===== config.mk =====
export PLATFORM = sky130hd
export DESIGN_NAME = id3_text_to_utf8_top
export DESIGN_NICKNAME = d
export VERILOG_FILES = /design/src/rtl/core/id3u8_pkg.sv /design/src/rtl/core/id3u8_front.sv /design/src/rtl/core/id3u8_queue.sv /design/src/rtl/core/id3u8_back.sv /design/src/rtl/core/id3_text_to_utf8_top.sv
export SDC_FILE = /design/constraint.sdc
export NUM_CORES = 1
export LEC_CHECK = 0
export BUFFER_PORTS_ARGS = -buffer_cell sky130_fd_sc_hd__buf_2
export CORE_MARGIN = 5
export CORE_UTILIZATION = 60
export DETAILED_ROUTE_END_ITERATION = 6
export PLACE_DENSITY = 0.77
export SYNTH_ARGS = -nofsm -noshare
export SYNTH_HDL_FRONTEND = slang
export SYNTH_SLANG_ARGS = --single-unit

===== constraint.sdc =====
create_clock -name clk -period 12.57 [get_ports clk]
set_input_delay 2.514 -clock clk [delete_from_list [all_inputs] [get_ports clk]]
set_output_delay 2.514 -clock clk [all_outputs]
set_load 0.05 [all_outputs]

===== src/rtl/core/id3u8_pkg.sv =====
package id3u8_pkg;

    // Counter width default and fixed field widths
    localparam int COUNT_BITS_DEF = 16;
    localparam int CAP_W          = 16;
    localparam int ENC_W          = 2;
    localparam int CFG_IDX_W      = 1;
    localparam int CFG_DATA_W     = 16;

    // Input encodings
    localparam logic [ENC_W-1:0] ENC_LATIN1   = 2'd0;
    localparam logic [ENC_W-1:0] ENC_UTF16_LE = 2'd1;
    localparam logic [ENC_W-1:0] ENC_UTF16_BE = 2'd2;
    localparam logic [ENC_W-1:0] ENC_RAW      = 2'd3;

    // Halt reasons reported on the closing result
    localparam logic [1:0] HALT_EXHAUSTED = 2'd0;
    localparam logic [1:0] HALT_NUL       = 2'd1;
    localparam logic [1:0] HALT_FULL      = 2'd2;

    // Configuration register indexes
    localparam logic [CFG_IDX_W-1:0] REG_TEXT_ENCODING = 1'b0;
    localparam logic [CFG_IDX_W-1:0] REG_OUT_CAPACITY  = 1'b1;

    localparam logic [CAP_W-1:0] CAP_RESET = 16'd2048;

    // Work queue between front and back
    localparam int QUEUE_DEPTH = 4;
    localparam int REC_BYTES   = 7;

    typedef struct packed {
        logic [7:0] in_byte;
        logic       last_byte;
    } in_item_t;

    typedef struct packed {
        logic [7:0] utf8_byte;
        logic       byte_valid;
        logic       end_of_text;
        logic [1:0] halt_reason;
    } result_t;

    // One encoded character: bytes[0] goes out first
    typedef struct packed {
        logic [3:0][7:0] bytes;
        logic [2:0]      len;
    } utf8_seq_t;

    // All results caused by one input byte
    typedef struct packed {
        logic [REC_BYTES-1:0][7:0] data;
        logic [2:0]                n_data;
        logic                      end_mark;
        logic [1:0]                reason;
    } work_t;

    function automatic utf8_seq_t utf8_encode(input logic [20:0] cp);
        utf8_seq_t s;
        s.bytes = '0;
        if (cp <= 21'h7F) begin
            s.bytes[0] = cp[7:0];
            s.len      = 3'd1;
        end
        else if (cp <= 21'h7FF) begin
            s.bytes[0] = {3'b110, cp[10:6]};
            s.bytes[1] = {2'b10, cp[5:0]};
            s.len      = 3'd2;
        end
        else if (cp <= 21'hFFFF) begin
            s.bytes[0] = {4'b1110, cp[15:12]};
            s.bytes[1] = {2'b10, cp[11:6]};
            s.bytes[2] = {2'b10, cp[5:0]};
            s.len      = 3'd3;
        end
        else begin
            s.bytes[0] = {5'b11110, cp[20:18]};
            s.bytes[1] = {2'b10, cp[17:12]};
            s.bytes[2] = {2'b10, cp[11:6]};
            s.bytes[3] = {2'b10, cp[5:0]};
            s.len      = 3'd4;
        end
        return s;
    endfunction

    // Printable, or one of TAB, LF, CR
    function automatic logic is_kept(input logic [15:0] cp);
        return (cp >= 16'h20) || (cp == 16'h09) || (cp == 16'h0A) || (cp == 16'h0D);
    endfunction

endpackage


===== src/rtl/core/id3u8_front.sv =====
module id3u8_front
    import id3u8_pkg::*;
#(
    parameter int COUNT_BITS = COUNT_BITS_DEF
)
(
    input  logic             clk,
    input  logic             rst_n,
    input  logic             fire,
    input  in_item_t         item,
    input  logic [ENC_W-1:0] text_encoding,
    input  logic [CAP_W-1:0] out_capacity,
    output work_t            work,
    output logic             work_valid
);

    localparam int SUM_W = ((COUNT_BITS > CAP_W) ? COUNT_BITS : CAP_W) + 1;

    // Per-text decoder state
    logic [7:0]            lead_reg, lead_next;
    logic                  phase_reg, phase_next;
    logic                  first_reg, first_next;
    logic                  be_reg, be_next;
    logic [9:0]            held_reg, held_next;
    logic                  pend_reg, pend_next;
    logic [COUNT_BITS-1:0] count_reg, count_next;
    logic                  halted_reg, halted_next;
    logic [1:0]            cause_reg, cause_next;

    logic            utf16, unit_go, bom_le, bom_be, drop_bom, be_eff;
    logic            is_low, is_high;
    logic [15:0]     unit;
    logic            a_en, b_en, nul_req;
    utf8_seq_t       a_seq, b_seq;
    logic            pend_after;
    logic [9:0]      held_after;
    logic [SUM_W-1:0] sum_a, sum_b, cap_ext, count1;
    logic            a_ok, b_ok, a_out, b_out, a_fail, b_try, b_fail, nul_do, halt_now;
    logic [2:0]      a_n, b_n;
    logic [1:0]      cause_after;

    // Classify the byte and pick up to two characters to emit
    always_comb
    begin
        utf16    = (text_encoding == ENC_UTF16_LE) || (text_encoding == ENC_UTF16_BE);
        unit_go  = utf16 && phase_reg && !halted_reg;
        bom_le   = (lead_reg == 8'hFF) && (item.in_byte == 8'hFE);
        bom_be   = (lead_reg == 8'hFE) && (item.in_byte == 8'hFF);
        drop_bom = first_reg && (bom_le || bom_be);
        if (first_reg)
        begin
            be_eff = bom_le ? 1'b0 : (bom_be ? 1'b1 : (text_encoding == ENC_UTF16_BE));
        end
        else
        begin
            be_eff = be_reg;
        end
        unit    = be_eff ? {lead_reg, item.in_byte} : {item.in_byte, lead_reg};
        is_low  = (unit[15:10] == 6'b110111);
        is_high = (unit[15:10] == 6'b110110);

        a_en       = 1'b0;
        b_en       = 1'b0;
        nul_req    = 1'b0;
        a_seq      = utf8_encode(21'h0);
        b_seq      = utf8_encode(21'h0);
        pend_after = pend_reg;
        held_after = held_reg;

        if (!halted_reg)
        begin
            if (utf16)
            begin
                if (unit_go && !drop_bom)
                begin
                    // Resolve a held high surrogate first
                    if (pend_reg)
                    begin
                        pend_after = 1'b0;
                        a_en       = 1'b1;
                        if (is_low)
                        begin
                            a_seq = utf8_encode(21'h10000 + 21'({held_reg, unit[9:0]}));
                        end
                        else
                        begin
                            a_seq = utf8_encode({5'b0, 6'b110110, held_reg});
                        end
                    end
                    if (!(pend_reg && is_low))
                    begin
                        if (unit == 16'h0)
                        begin
                            nul_req = 1'b1;
                        end
                        else if (is_high)
                        begin
                            pend_after = 1'b1;
                            held_after = unit[9:0];
                        end
                        else if (is_kept(unit))
                        begin
                            b_en  = 1'b1;
                            b_seq = utf8_encode({5'b0, unit});
                        end
                    end
                end
                // A high surrogate still held at the final byte goes out alone
                if (item.last_byte && pend_after)
                begin
                    b_en       = 1'b1;
                    b_seq      = utf8_encode({5'b0, 6'b110110, held_after});
                    pend_after = 1'b0;
                end
            end
            else
            begin
                pend_after = 1'b0;
                if (item.in_byte == 8'h0)
                begin
                    nul_req = 1'b1;
                end
                else if (is_kept({8'h0, item.in_byte}))
                begin
                    b_en = 1'b1;
                    if (text_encoding == ENC_RAW)
                    begin
                        b_seq          = utf8_encode(21'h0);
                        b_seq.bytes[0] = item.in_byte;
                    end
                    else
                    begin
                        b_seq = utf8_encode({13'b0, item.in_byte});
                    end
                end
            end
        end
    end

    // Capacity checks, one per character, in order
    always_comb
    begin
        cap_ext = SUM_W'(out_capacity);
        sum_a   = SUM_W'(count_reg) + SUM_W'(a_seq.len);
        a_ok    = (sum_a < cap_ext) && (sum_a[SUM_W-1:COUNT_BITS] == '0);
        a_out   = a_en && a_ok;
        a_fail  = a_en && !a_ok;
        count1  = a_out ? sum_a : SUM_W'(count_reg);
        nul_do  = nul_req && !a_fail;
        b_try   = b_en && !a_fail && !nul_req;
        sum_b   = count1 + SUM_W'(b_seq.len);
        b_ok    = (sum_b < cap_ext) && (sum_b[SUM_W-1:COUNT_BITS] == '0);
        b_out   = b_try && b_ok;
        b_fail  = b_try && !b_ok;
        halt_now    = a_fail || nul_do || b_fail;
        cause_after = halt_now ? (nul_do ? HALT_NUL : HALT_FULL) : cause_reg;
        a_n = a_out ? a_seq.len : 3'd0;
        b_n = b_out ? b_seq.len : 3'd0;
    end

    // Pack the emitted bytes back to back into one record
    always_comb
    begin
        work.data = '0;
        for (int i = 0; i < REC_BYTES; i++)
        begin
            for (int j = 0; j < 4; j++)
            begin
                if ((a_n > 3'(j)) && (i == j))
                begin
                    work.data[i] = a_seq.bytes[j];
                end
                if ((b_n > 3'(j)) && (({1'b0, a_n} + 4'(j)) == 4'(i)))
                begin
                    work.data[i] = b_seq.bytes[j];
                end
            end
        end
        work.n_data   = a_n + b_n;
        work.end_mark = item.last_byte;
        work.reason   = (halted_reg || halt_now) ? cause_after : HALT_EXHAUSTED;
        work_valid    = fire && ((work.n_data != 3'd0) || item.last_byte);
    end

    // Next state
    always_comb
    begin
        lead_next   = lead_reg;
        phase_next  = phase_reg;
        first_next  = first_reg;
        be_next     = be_reg;
        held_next   = held_reg;
        pend_next   = pend_reg;
        count_next  = count_reg;
        halted_next = halted_reg;
        cause_next  = cause_reg;
        if (fire)
        begin
            if (item.last_byte)
            begin
                lead_next   = 8'h0;
                phase_next  = 1'b0;
                first_next  = 1'b1;
                be_next     = 1'b0;
                held_next   = 10'h0;
                pend_next   = 1'b0;
                count_next  = '0;
                halted_next = 1'b0;
                cause_next  = HALT_EXHAUSTED;
            end
            else if (!halted_reg)
            begin
                if (utf16)
                begin
                    if (!phase_reg)
                    begin
                        lead_next  = item.in_byte;
                        phase_next = 1'b1;
                    end
                    else
                    begin
                        phase_next = 1'b0;
                        if (first_reg)
                        begin
                            first_next = 1'b0;
                            be_next    = be_eff;
                        end
                    end
                end
                held_next   = held_after;
                pend_next   = pend_after;
                count_next  = b_out ? COUNT_BITS'(sum_b) : COUNT_BITS'(count1);
                halted_next = halt_now;
                cause_next  = cause_after;
            end
        end
    end

    always_ff @(posedge clk or negedge rst_n)
    begin
        if (!rst_n)
        begin
            lead_reg   <= 8'h0;
            phase_reg  <= 1'b0;
            first_reg  <= 1'b1;
            be_reg     <= 1'b0;
            held_reg   <= 10'h0;
            pend_reg   <= 1'b0;
            count_reg  <= '0;
            halted_reg <= 1'b0;
            cause_reg  <= HALT_EXHAUSTED;
        end
        else
        begin
            lead_reg   <= lead_next;
            phase_reg  <= phase_next;
            first_reg  <= first_next;
            be_reg     <= be_next;
            held_reg   <= held_next;
            pend_reg   <= pend_next;
            count_reg  <= count_next;
            halted_reg <= halted_next;
            cause_reg  <= cause_next;
        end
    end

endmodule


===== src/rtl/core/id3u8_queue.sv =====
module id3u8_queue
    import id3u8_pkg::*;
(
    input  logic  clk,
    input  logic  rst_n,
    input  logic  wr_en,
    input  work_t wr_data,
    output logic  full,
    input  logic  rd_en,
    output work_t rd_data,
    output logic  empty
);

    localparam int PTR_W = (QUEUE_DEPTH > 1) ? $clog2(QUEUE_DEPTH) : 1;
    localparam int CNT_W = $clog2(QUEUE_DEPTH + 1);

    work_t            mem_reg [QUEUE_DEPTH];
    logic [PTR_W-1:0] wr_ptr_reg, wr_ptr_next;
    logic [PTR_W-1:0] rd_ptr_reg, rd_ptr_next;
    logic [CNT_W-1:0] cnt_reg, cnt_next;
    logic             do_wr, do_rd;

    assign full    = (cnt_reg == CNT_W'(QUEUE_DEPTH));
    assign empty   = (cnt_reg == '0);
    assign rd_data = mem_reg[rd_ptr_reg];
    assign do_wr   = wr_en && !full;
    assign do_rd   = rd_en && !empty;

    // Pointer wrap and occupancy
    always_comb
    begin
        wr_ptr_next = wr_ptr_reg;
        rd_ptr_next = rd_ptr_reg;
        cnt_next    = cnt_reg;
        if (do_wr)
        begin
            wr_ptr_next = (wr_ptr_reg == PTR_W'(QUEUE_DEPTH - 1)) ? '0 : wr_ptr_reg + 1'b1;
        end
        if (do_rd)
        begin
            rd_ptr_next = (rd_ptr_reg == PTR_W'(QUEUE_DEPTH - 1)) ? '0 : rd_ptr_reg + 1'b1;
        end
        if (do_wr && !do_rd)
        begin
            cnt_next = cnt_reg + 1'b1;
        end
        else if (do_rd && !do_wr)
        begin
            cnt_next = cnt_reg - 1'b1;
        end
    end

    always_ff @(posedge clk or negedge rst_n)
    begin
        if (!rst_n)
        begin
            wr_ptr_reg <= '0;
            rd_ptr_reg <= '0;
            cnt_reg    <= '0;
        end
        else
        begin
            wr_ptr_reg <= wr_ptr_next;
            rd_ptr_reg <= rd_ptr_next;
            cnt_reg    <= cnt_next;
        end
    end

    // Entry storage
    always_ff @(posedge clk)
    begin
        if (do_wr)
        begin
            mem_reg[wr_ptr_reg] <= wr_data;
        end
    end

endmodule


===== src/rtl/core/id3u8_back.sv =====
module id3u8_back
    import id3u8_pkg::*;
(
    input  logic    clk,
    input  logic    rst_n,
    input  logic    q_empty,
    input  work_t   q_data,
    output logic    q_pop,
    output result_t result,
    output logic    empty,
    input  logic    pop
);

    work_t      cur_reg, cur_next;
    logic       cur_valid_reg, cur_valid_next;
    logic [2:0] pos_reg, pos_next;
    result_t    out_reg, out_next;
    logic       out_valid_reg, out_valid_next;

    logic       out_free, step, done;
    logic [3:0] total;
    result_t    item_now;

    assign empty  = !out_valid_reg;
    assign result = out_reg;

    // Result for the current position of the record
    always_comb
    begin
        total = {1'b0, cur_reg.n_data} + {3'b0, cur_reg.end_mark};
        if (pos_reg < cur_reg.n_data)
        begin
            item_now.utf8_byte   = cur_reg.data[pos_reg];
            item_now.byte_valid  = 1'b1;
            item_now.end_of_text = 1'b0;
            item_now.halt_reason = HALT_EXHAUSTED;
        end
        else
        begin
            item_now.utf8_byte   = 8'h0;
            item_now.byte_valid  = 1'b0;
            item_now.end_of_text = 1'b1;
            item_now.halt_reason = cur_reg.reason;
        end
    end

    // Serializer: one result per cycle while out_reg is free; next record loads as the last one leaves
    always_comb
    begin
        out_free = !out_valid_reg || pop;
        step     = cur_valid_reg && out_free;
        done     = step && (({1'b0, pos_reg} + 4'd1) == total);
        q_pop    = (!cur_valid_reg || done) && !q_empty;

        cur_next       = cur_reg;
        cur_valid_next = cur_valid_reg;
        pos_next       = pos_reg;
        out_next       = out_reg;
        out_valid_next = out_valid_reg;

        if (q_pop)
        begin
            cur_next       = q_data;
            cur_valid_next = 1'b1;
            pos_next       = 3'd0;
        end
        else if (done)
        begin
            cur_valid_next = 1'b0;
        end
        else if (step)
        begin
            pos_next = pos_reg + 3'd1;
        end

        if (step)
        begin
            out_next       = item_now;
            out_valid_next = 1'b1;
        end
        else if (pop)
        begin
            out_valid_next = 1'b0;
        end
    end

    always_ff @(posedge clk or negedge rst_n)
    begin
        if (!rst_n)
        begin
            cur_valid_reg <= 1'b0;
            pos_reg       <= 3'd0;
            out_valid_reg <= 1'b0;
        end
        else
        begin
            cur_valid_reg <= cur_valid_next;
            pos_reg       <= pos_next;
            out_valid_reg <= out_valid_next;
        end
    end

    always_ff @(posedge clk)
    begin
        cur_reg <= cur_next;
        out_reg <= out_next;
    end

endmodule


===== src/rtl/core/id3_text_to_utf8_top.sv =====
// Text field to UTF-8 transcoder. One raw byte of the field is taken per cycle
// whenever full is low; the front decodes it (Latin-1, UTF-16 with byte order
// mark detection and surrogate pairing, or raw copy), applies the capacity
// limit and writes everything the byte produces, up to seven results, as one
// record into a four-entry work queue. The back end drains that queue one
// result per cycle into an output register while that register is free,
// and input stalls only when the queue fills. A byte marked last always
// gives a closing result with end_of_text set and the halt reason. Write
// text_encoding and out_capacity only while idle; cfg_ready is always high.
// There is no start-up clearing pass.
module id3_text_to_utf8_top
    import id3u8_pkg::*;
#(
    parameter int COUNT_BITS = COUNT_BITS_DEF
)
(
    input  logic                  clk,
    input  logic                  rst_n,
    input  logic                  push,
    output logic                  full,
    input  in_item_t              item,
    output logic                  empty,
    input  logic                  pop,
    output result_t               result,
    input  logic                  cfg_valid,
    output logic                  cfg_ready,
    input  logic [CFG_IDX_W-1:0]  cfg_index,
    input  logic [CFG_DATA_W-1:0] cfg_data
);

    logic [ENC_W-1:0] enc_reg, enc_next;
    logic [CAP_W-1:0] cap_reg, cap_next;

    logic  fire, work_valid, q_empty, q_pop;
    work_t work, q_data;

    assign cfg_ready = 1'b1;
    assign fire      = push && !full;

    // Configuration registers
    always_comb
    begin
        enc_next = enc_reg;
        cap_next = cap_reg;
        if (cfg_valid && cfg_ready)
        begin
            unique case (cfg_index)
                REG_TEXT_ENCODING: enc_next = cfg_data[ENC_W-1:0];
                REG_OUT_CAPACITY:  cap_next = cfg_data[CAP_W-1:0];
                default:           ;
            endcase
        end
    end

    always_ff @(posedge clk or negedge rst_n)
    begin
        if (!rst_n)
        begin
            enc_reg <= ENC_LATIN1;
            cap_reg <= CAP_RESET;
        end
        else
        begin
            enc_reg <= enc_next;
            cap_reg <= cap_next;
        end
    end

    id3u8_front #(
        .COUNT_BITS (COUNT_BITS)
    ) u_front (
        .clk           (clk),
        .rst_n         (rst_n),
        .fire          (fire),
        .item          (item),
        .text_encoding (enc_reg),
        .out_capacity  (cap_reg),
        .work          (work),
        .work_valid    (work_valid)
    );

    id3u8_queue u_queue (
        .clk     (clk),
        .rst_n   (rst_n),
        .wr_en   (work_valid),
        .wr_data (work),
        .full    (full),
        .rd_en   (q_pop),
        .rd_data (q_data),
        .empty   (q_empty)
    );

    id3u8_back u_back (
        .clk     (clk),
        .rst_n   (rst_n),
        .q_empty (q_empty),
        .q_data  (q_data),
        .q_pop   (q_pop),
        .result  (result),
        .empty   (empty),
        .pop     (pop)
    );

endmodule

==> results.md, run 1 <==
* Root cell of the clock tree: clkbuf_16
* # rows at 66
* Worst slew pin tran at 1.184 ns
* WS Path Type: in2reg
* Result of the run: finished clean
* Antenna cells at 0
* # port buffers at 44
* Register area share after synthesis at 57.70%
* Setup violators final at 0
* Synth area leader: edfxtp_1
* Cts bufs inserted at 40
* Synth Warn # at 0
* Most Frequent Cell on Critical Path: nand2_1
* Final hold vios at 0
* Synth Flop Type: edfxtp_1
* Max-cap violations at 0
* Fin. max-slew vios at 0
* Met3 WL at 3648 um
* H-tree depth at 2
* Max clock buf depth at 3
* CP Launch Type: input pin
* Total power at 4.471 mW
* Top sig layer: met4
* Routed vias/inst at 6.454
* DRC viols at 0
* Final Net Count at 1,708
* Sink Count at 393
* FF-to-FF path depth at 48
* EDFF count, synth at 322
* Core region area at 0.03262 mm2
* Fillers at 2,260
* Slowest cell on crit path: fa_2
* Ys async rst share at 18.07%
* Final hold slack at 0.5070 ns
* Hold Crit Class: reg2reg
* DIE AREA at 0.03680 mm2
* CP max FO at 13
* Met2 WL post-DR at 25,840 um
* GRT Util Overall at 28.98%
* Vias in the first global route at 13,630
* Min-Delay Path Depth at 1
* Worst EP required at 13.01 ns
* ANT nets after route at 0
* Setup WS post-layout at 0.5664 ns
* PD cells at 200.4 mW/mm2
* Yosys top cell area share at 48.74%
* Dominant cells by area after synthesis: edfxtp_1 (49%), dfrtp_1 (8.7%), mux4_2 (7.9%)
* Pleak at 8.238 nW
* Gpl congestion at 0.9622
* Clk slew on worst S/H paths at 0.06 ns
* Number of synthesized register bits at 393
* Die H at 191.8 um
* Place WS at -0.2581 ns
* Distinct cells, synth at 99
* Crit share post-route at 95.49%
* Post-synth top cells: edfxtp_1 (322), nand2_1 (117), nor2_1 (113)
* Worst skew pair latency at 0.58 ns
* Count leader, synth: edfxtp_1
* Gr ovfl total at 0
* Routed wire length at 51,970 um
* First-pass GRT wire length at 81,010 um
* Avg Inst Size Synth at 12.96 um2
* Pin count of the biggest net entering global routing at 65
* TritonCTS clock tree: built
* Routed len/inst at 24.86 um
* Fmax at 83.31 MHz
* Critical Path Max Stage Delay at 0.49 ns
* Share of cells above drive strength 1 at 20.56%
* Cts hold-fix bufs at 0
* Worst EP arrival at 12.45 ns
* Slew HR at 20.02%
* Initial DRC Count at 1,319
* Flop2flop setup slack at 1.83 ns
* Post-synthesis cell area at 0.01984 mm2
* Period minus WS final at 12.00 ns
* Vias post-DR at 13,500
* Number of detailed-route iterations in the first pass at 5
* Initial Utilization at 60.82%
* Max reg flops at 248
* I/O pins at 46
* Gate count of the mapped netlist at 1,531
* Post-DP HPWL at 34,090 um
* Die W at 191.8 um
* Area Growth Syn to Fin at 12.46%
* Setup crit end kind: register
* Peak VDD IR at 0.0001354 V
* Initial antenna violation count at 0
* M1 wire length at 20,730 um
* Worst Skew at 0.02993 ns
## cell families after synthesis
| logic type | count (synthesis) | synth area share [%] |
|---|---|---|
| AND/OR/NAND/NOR | 437 | 11.14 |
| adder cells (fa/ha/maj) | 59 | 3.872 |
| other | 2 | 0.03785 |
| multiplexers | 121 | 10.72 |
| flip-flops | 393 | 57.70 |
| buffers and inverters | 140 | 2.901 |
| AO/OA/AOI/OAI | 322 | 11.11 |
| XOR/XNOR | 57 | 2.516 |
## through the flow
stage	setup TNS [ns]	util (%)	area, um2	std cells
after CTS	0	67.92	22150	2081
after global placement	0	63.95	20860	2008
after floorplan	0	-	19980	1550
final	0	68.40	22310	2091
after global routing	-0.006701	68.40	22310	2091
after detailed placement	-5.206	63.95	20860	2008
## final timing paths
| check | from | to |
|---|---|---|
| worst min-delay path | cap_reg[1] | cap_reg[1] |
| max in group asynchronous | rst_n | cap_reg[13] |
| worst min register to register | cap_reg[1] | cap_reg[1] |
| worst max-delay path | item[1] | u_queue.cnt_reg[1] |
| min in group asynchronous | rst_n | u_queue.cnt_reg[1] |
| worst max register to register | u_front.lead_reg[1] | u_queue.cnt_reg[1] |
## final cells by class
type | count | area [um2] | area share [%]
sequential | 393 | 11450 | 51.33
multi-input combinational | 1017 | 8021 | 35.95
clock buffer | 51 | 1052 | 4.716
timing repair buffer | 115 | 797.0 | 3.572
tap | 442 | 553.0 | 2.479
clock inverter | 22 | 242.7 | 1.088
inverter | 51 | 191.4 | 0.8580
## critical path, delay by kind of cell
kind | cells | cell delay (ns)
and+or+nand+nor | 21 | 3.31
muxes | 1 | 0.30
buffers and inverters | 6 | 0.85
AOI/OAI and AO/OA | 11 | 2.49
adders and majority gates | 9 | 2.73
xor gates and xnor gates | 2 | 0.22
## where the power goes
part / internal, mW / leakage (nW) / switching (mW)
clock network: 0.663 / 0.626 / 0.507
logic: 0.543 / 3.68 / 0.869
registers: 1.75 / 3.93 / 0.140
total: 2.95 / 8.24 / 1.52
## metal layers
metal  global-route usage, %  vias up
met5                       0        -
met4                   9.834        0
met3                   5.053      128
met2                   48.78      638
met1                   38.58     6704
li1                        -     6025
## cells in the final DEF (no fill, tap or decap), types with 12 or more instances in the layout
cell type	count
edfxtp_1	322
nand2_1	116
nor2_1	111
o21ai_0	73
mux4_2	70
buf_4	68
dfrtp_1	67
ha_1	53
inv_1	49
a21oi_1	46
buf_2	43
clkbuf_16	40
nand3_1	35
xor2_1	33
o22ai_1	25
mux2i_1	24
mux2_2	24
nor3_1	23
xnor2_1	23
conb_1	21
a21o_1	20
a211oi_1	18
a31oi_1	18
o211ai_1	18
nand4_1	17
nor2b_1	16
and2_1	14
and3_1	13
nand2b_1	13
or3_1	13
o221ai_1	12
## timing repair
item | 4_1_cts | 5_1_grt
buffers inserted | 0 | 10
endpoints found under the setup margin | 0 | 251
resized for setup | 0 | 18
Note: power is estimated with default switching activity, not from simulation.
==> run 2, diff against run 1 <==
ABC_CLOCK_PERIOD_IN_PS = 12570   (was unset)
CORE_ASPECT_RATIO = 0.75   (was unset)
CORE_UTILIZATION = 40   (was 60)
PLACE_DENSITY = unset   (was 0.77)
==> run 2 against run 1 <==
Against the previous run: core utilization decreased by 22 points; clock-buffer cell count decreased by 3; worst setup slack got worse by 0.092 ns; register-to-register slack about the same.
==> results.md, run 2 (synthesized netlist as in run 1, its figures left out) <==
* WS Path Type: in2reg
* Gr ovfl total at 0 (unchanged)
* Crit share post-route at 96.22% (+0.73 points)
* First-pass GRT wire length at 80,360 um (-0.79%)
* Worst EP arrival at 12.53 ns (+0.08 ns)
* I/O pins at 46 (unchanged)
* Initial Utilization at 40.60% (-20 points)
* Result of the run: finished clean
* Most Frequent Cell on Critical Path: ha_1
* GRT Util Overall at 19.17% (-9.8 points)
* Number of detailed-route iterations in the first pass at 6 (+1)
* Worst slew pin tran at 1.080 ns (-0.1033 ns)
* Setup violators final at 0 (unchanged)
* Cts bufs inserted at 39 (-2.5%)
* Max clock buf depth at 3 (unchanged)
* Routed len/inst at 22.87 um (-8.0%)
* Max-cap violations at 0 (unchanged)
* WP buf/inv at 4 (-2)
* Gpl congestion at 0.9458 (-1.7%)
* Final hold vios at 0 (unchanged)
* CP max FO at 6 (-7)
* Max reg flops at 248 (unchanged)
* Fmax at 82.68 MHz (-0.76%)
* Post-DP HPWL at 36,410 um (+6.8%)
* # port buffers at 44 (unchanged)
* Worst skew pair latency at 0.56 ns (-0.02 ns)
* Initial DRC Count at 1,341 (+1.7%)
* Core region area at 0.04887 mm2 (+50%)
* Clk slew on worst S/H paths at 0.06 ns (about the same)
* ANT nets after route at 0 (unchanged)
* Peak VDD IR at 0.0001451 V (+7.2%)
* Routed wire length at 52,570 um (+1.2%)
* Routed vias/inst at 5.843 (-9.5%)
* Final hold slack at 0.5035 ns (-0.003533 ns)
* Root cell of the clock tree: clkbuf_16
* H-tree depth at 2 (unchanged)
* Sink Count at 393 (unchanged)
* # rows at 70 (+6.1%)
* PD cells at 196.4 mW/mm2 (-2.0%)
* Share of cells above drive strength 1 at 20.23% (-0.33 points)
* Flop2flop setup slack at 1.82 ns (about the same)
* Period minus WS final at 12.10 ns (+0.09181 ns)
* Critical Path Max Stage Delay at 0.50 ns (about the same)
* Final Net Count at 1,711 (+0.18%)
* Worst Skew at 0.02346 ns (-0.006465 ns)
* Fin. max-slew vios at 0 (unchanged)
* Vias post-DR at 13,430 (-0.47%)
* FF/Latch Area at 0.01145 mm2 (unchanged)
* Pin count of the biggest net entering global routing at 65 (unchanged)
* CP Launch Type: input pin
* Pleak at 8.237 nW (about the same)
* Setup crit end kind: register
* Antenna cells at 0 (unchanged)
* Die W at 267.2 um (+39%)
* Hold Crit Class: reg2reg
* Worst EP required at 13.00 ns (about the same)
* TritonCTS clock tree: built
* Fillers at 4,394 (+94%)
* Area Growth Syn to Fin at 13.43%
* Total power at 4.420 mW (-1.1%)
* Multi-input gate area at 0.007981 mm2 (-0.50%)
* Cts hold-fix bufs at 0 (unchanged)
* DRC viols at 0 (unchanged)
* Vias in the first global route at 12,860 (-5.6%)
* Commonest non-fill, non-tap cell in the layout: edfxtp_1
* Slowest cell on crit path: o41a_4
* Slew HR at 27.83% (+7.8 points)
* TNS Setup at 0 ns (unchanged)
* DIE AREA at 0.05420 mm2 (+47%)
* Initial antenna violation count at 0 (unchanged)
* Critical path's top delay family: simple AND/OR/NAND/NOR gates
* Most frequent cells in the layout: edfxtp_1 (322), nand2_1 (115), nor2_1 (112)
* Die H at 202.9 um (+5.7%)
-- run 2: final timing paths --
check / start / cells past startpoint / endpoint
min in group asynchronous: rst_n / 1 / u_front.lead_reg[7]
max in group asynchronous: rst_n / 2 / u_queue.rd_ptr_reg[0]
min reg2reg: u_back.cur_valid_reg / 1 / u_back.out_valid_reg
max: item[4] / 48 / u_queue.cnt_reg[1]
min: u_back.cur_valid_reg / 1 / u_back.out_valid_reg
max reg2reg: u_front.lead_reg[4] / 47 / u_queue.cnt_reg[1]
-- run 2: final cells by class --
class / count / area share, %
Clock buffer: 48 / 4.576
Clock inverter: 23 / 0.7061
Inverter: 51 / 0.8507
Multi-Input combinational cell: 1017 / 35.47
Sequential cell: 393 / 50.90
Tap cell: 648 / 3.603
Timing Repair Buffer: 119 / 3.903
-- run 2: where the power goes --
part / internal (mW) / total [mW] / switching, mW
sequential: 1.75 / 1.88 / 0.137
combinational: 0.551 / 1.45 / 0.895
clock: 0.591 / 1.09 / 0.500
-- run 2: what timing repair did --
action,in CTS,in global routing
setup endpoints to repair,0,250
buffers inserted,0,11
gates resized for setup,0,10
-- run 2: metal layers --
layer | vias up | global-route usage (%) | share of wire (%)
li1 | 6033 | - | -
met1 | 6767 | 30.80 | 48
met2 | 572 | 26.35 | 41
met3 | 60 | 4.858 | 9.9
met4 | 0 | 3.547 | 1.5
met5 | - | 0 | 0
-- run 2: worst register-to-register path: cells and delay by family (launching register included) --
| family | cells | cell delay [ns] |
|---|---|---|
| AND/OR/NAND/NOR | 21 | 3.69 |
| adder cells (fa/ha/maj) | 9 | 2.84 |
| flip-flops | 1 | 0.62 |
| multiplexers | 1 | 0.26 |
| buffers and inverters | 3 | 0.32 |
| AO/OA/AOI/OAI | 11 | 2.65 |
| XOR/XNOR | 2 | 0.24 |
-- run 2: stage by stage --
step | std cells | setup slack [ns] | instance area [um2] | util, %
5_1_grt | 2299 | -0.04548 | 22500 | 46.05
6_report | 2299 | 0.4746 | 22500 | 46.05
2_1_floorplan | 1550 | 0.008543 | 19980 | -
3_3_place_gp | 2217 | 0.1437 | 21190 | 43.36
3_5_place_dp | 2217 | -0.1197 | 21190 | 43.36
4_1_cts | 2288 | 0.4081 | 22380 | 45.79
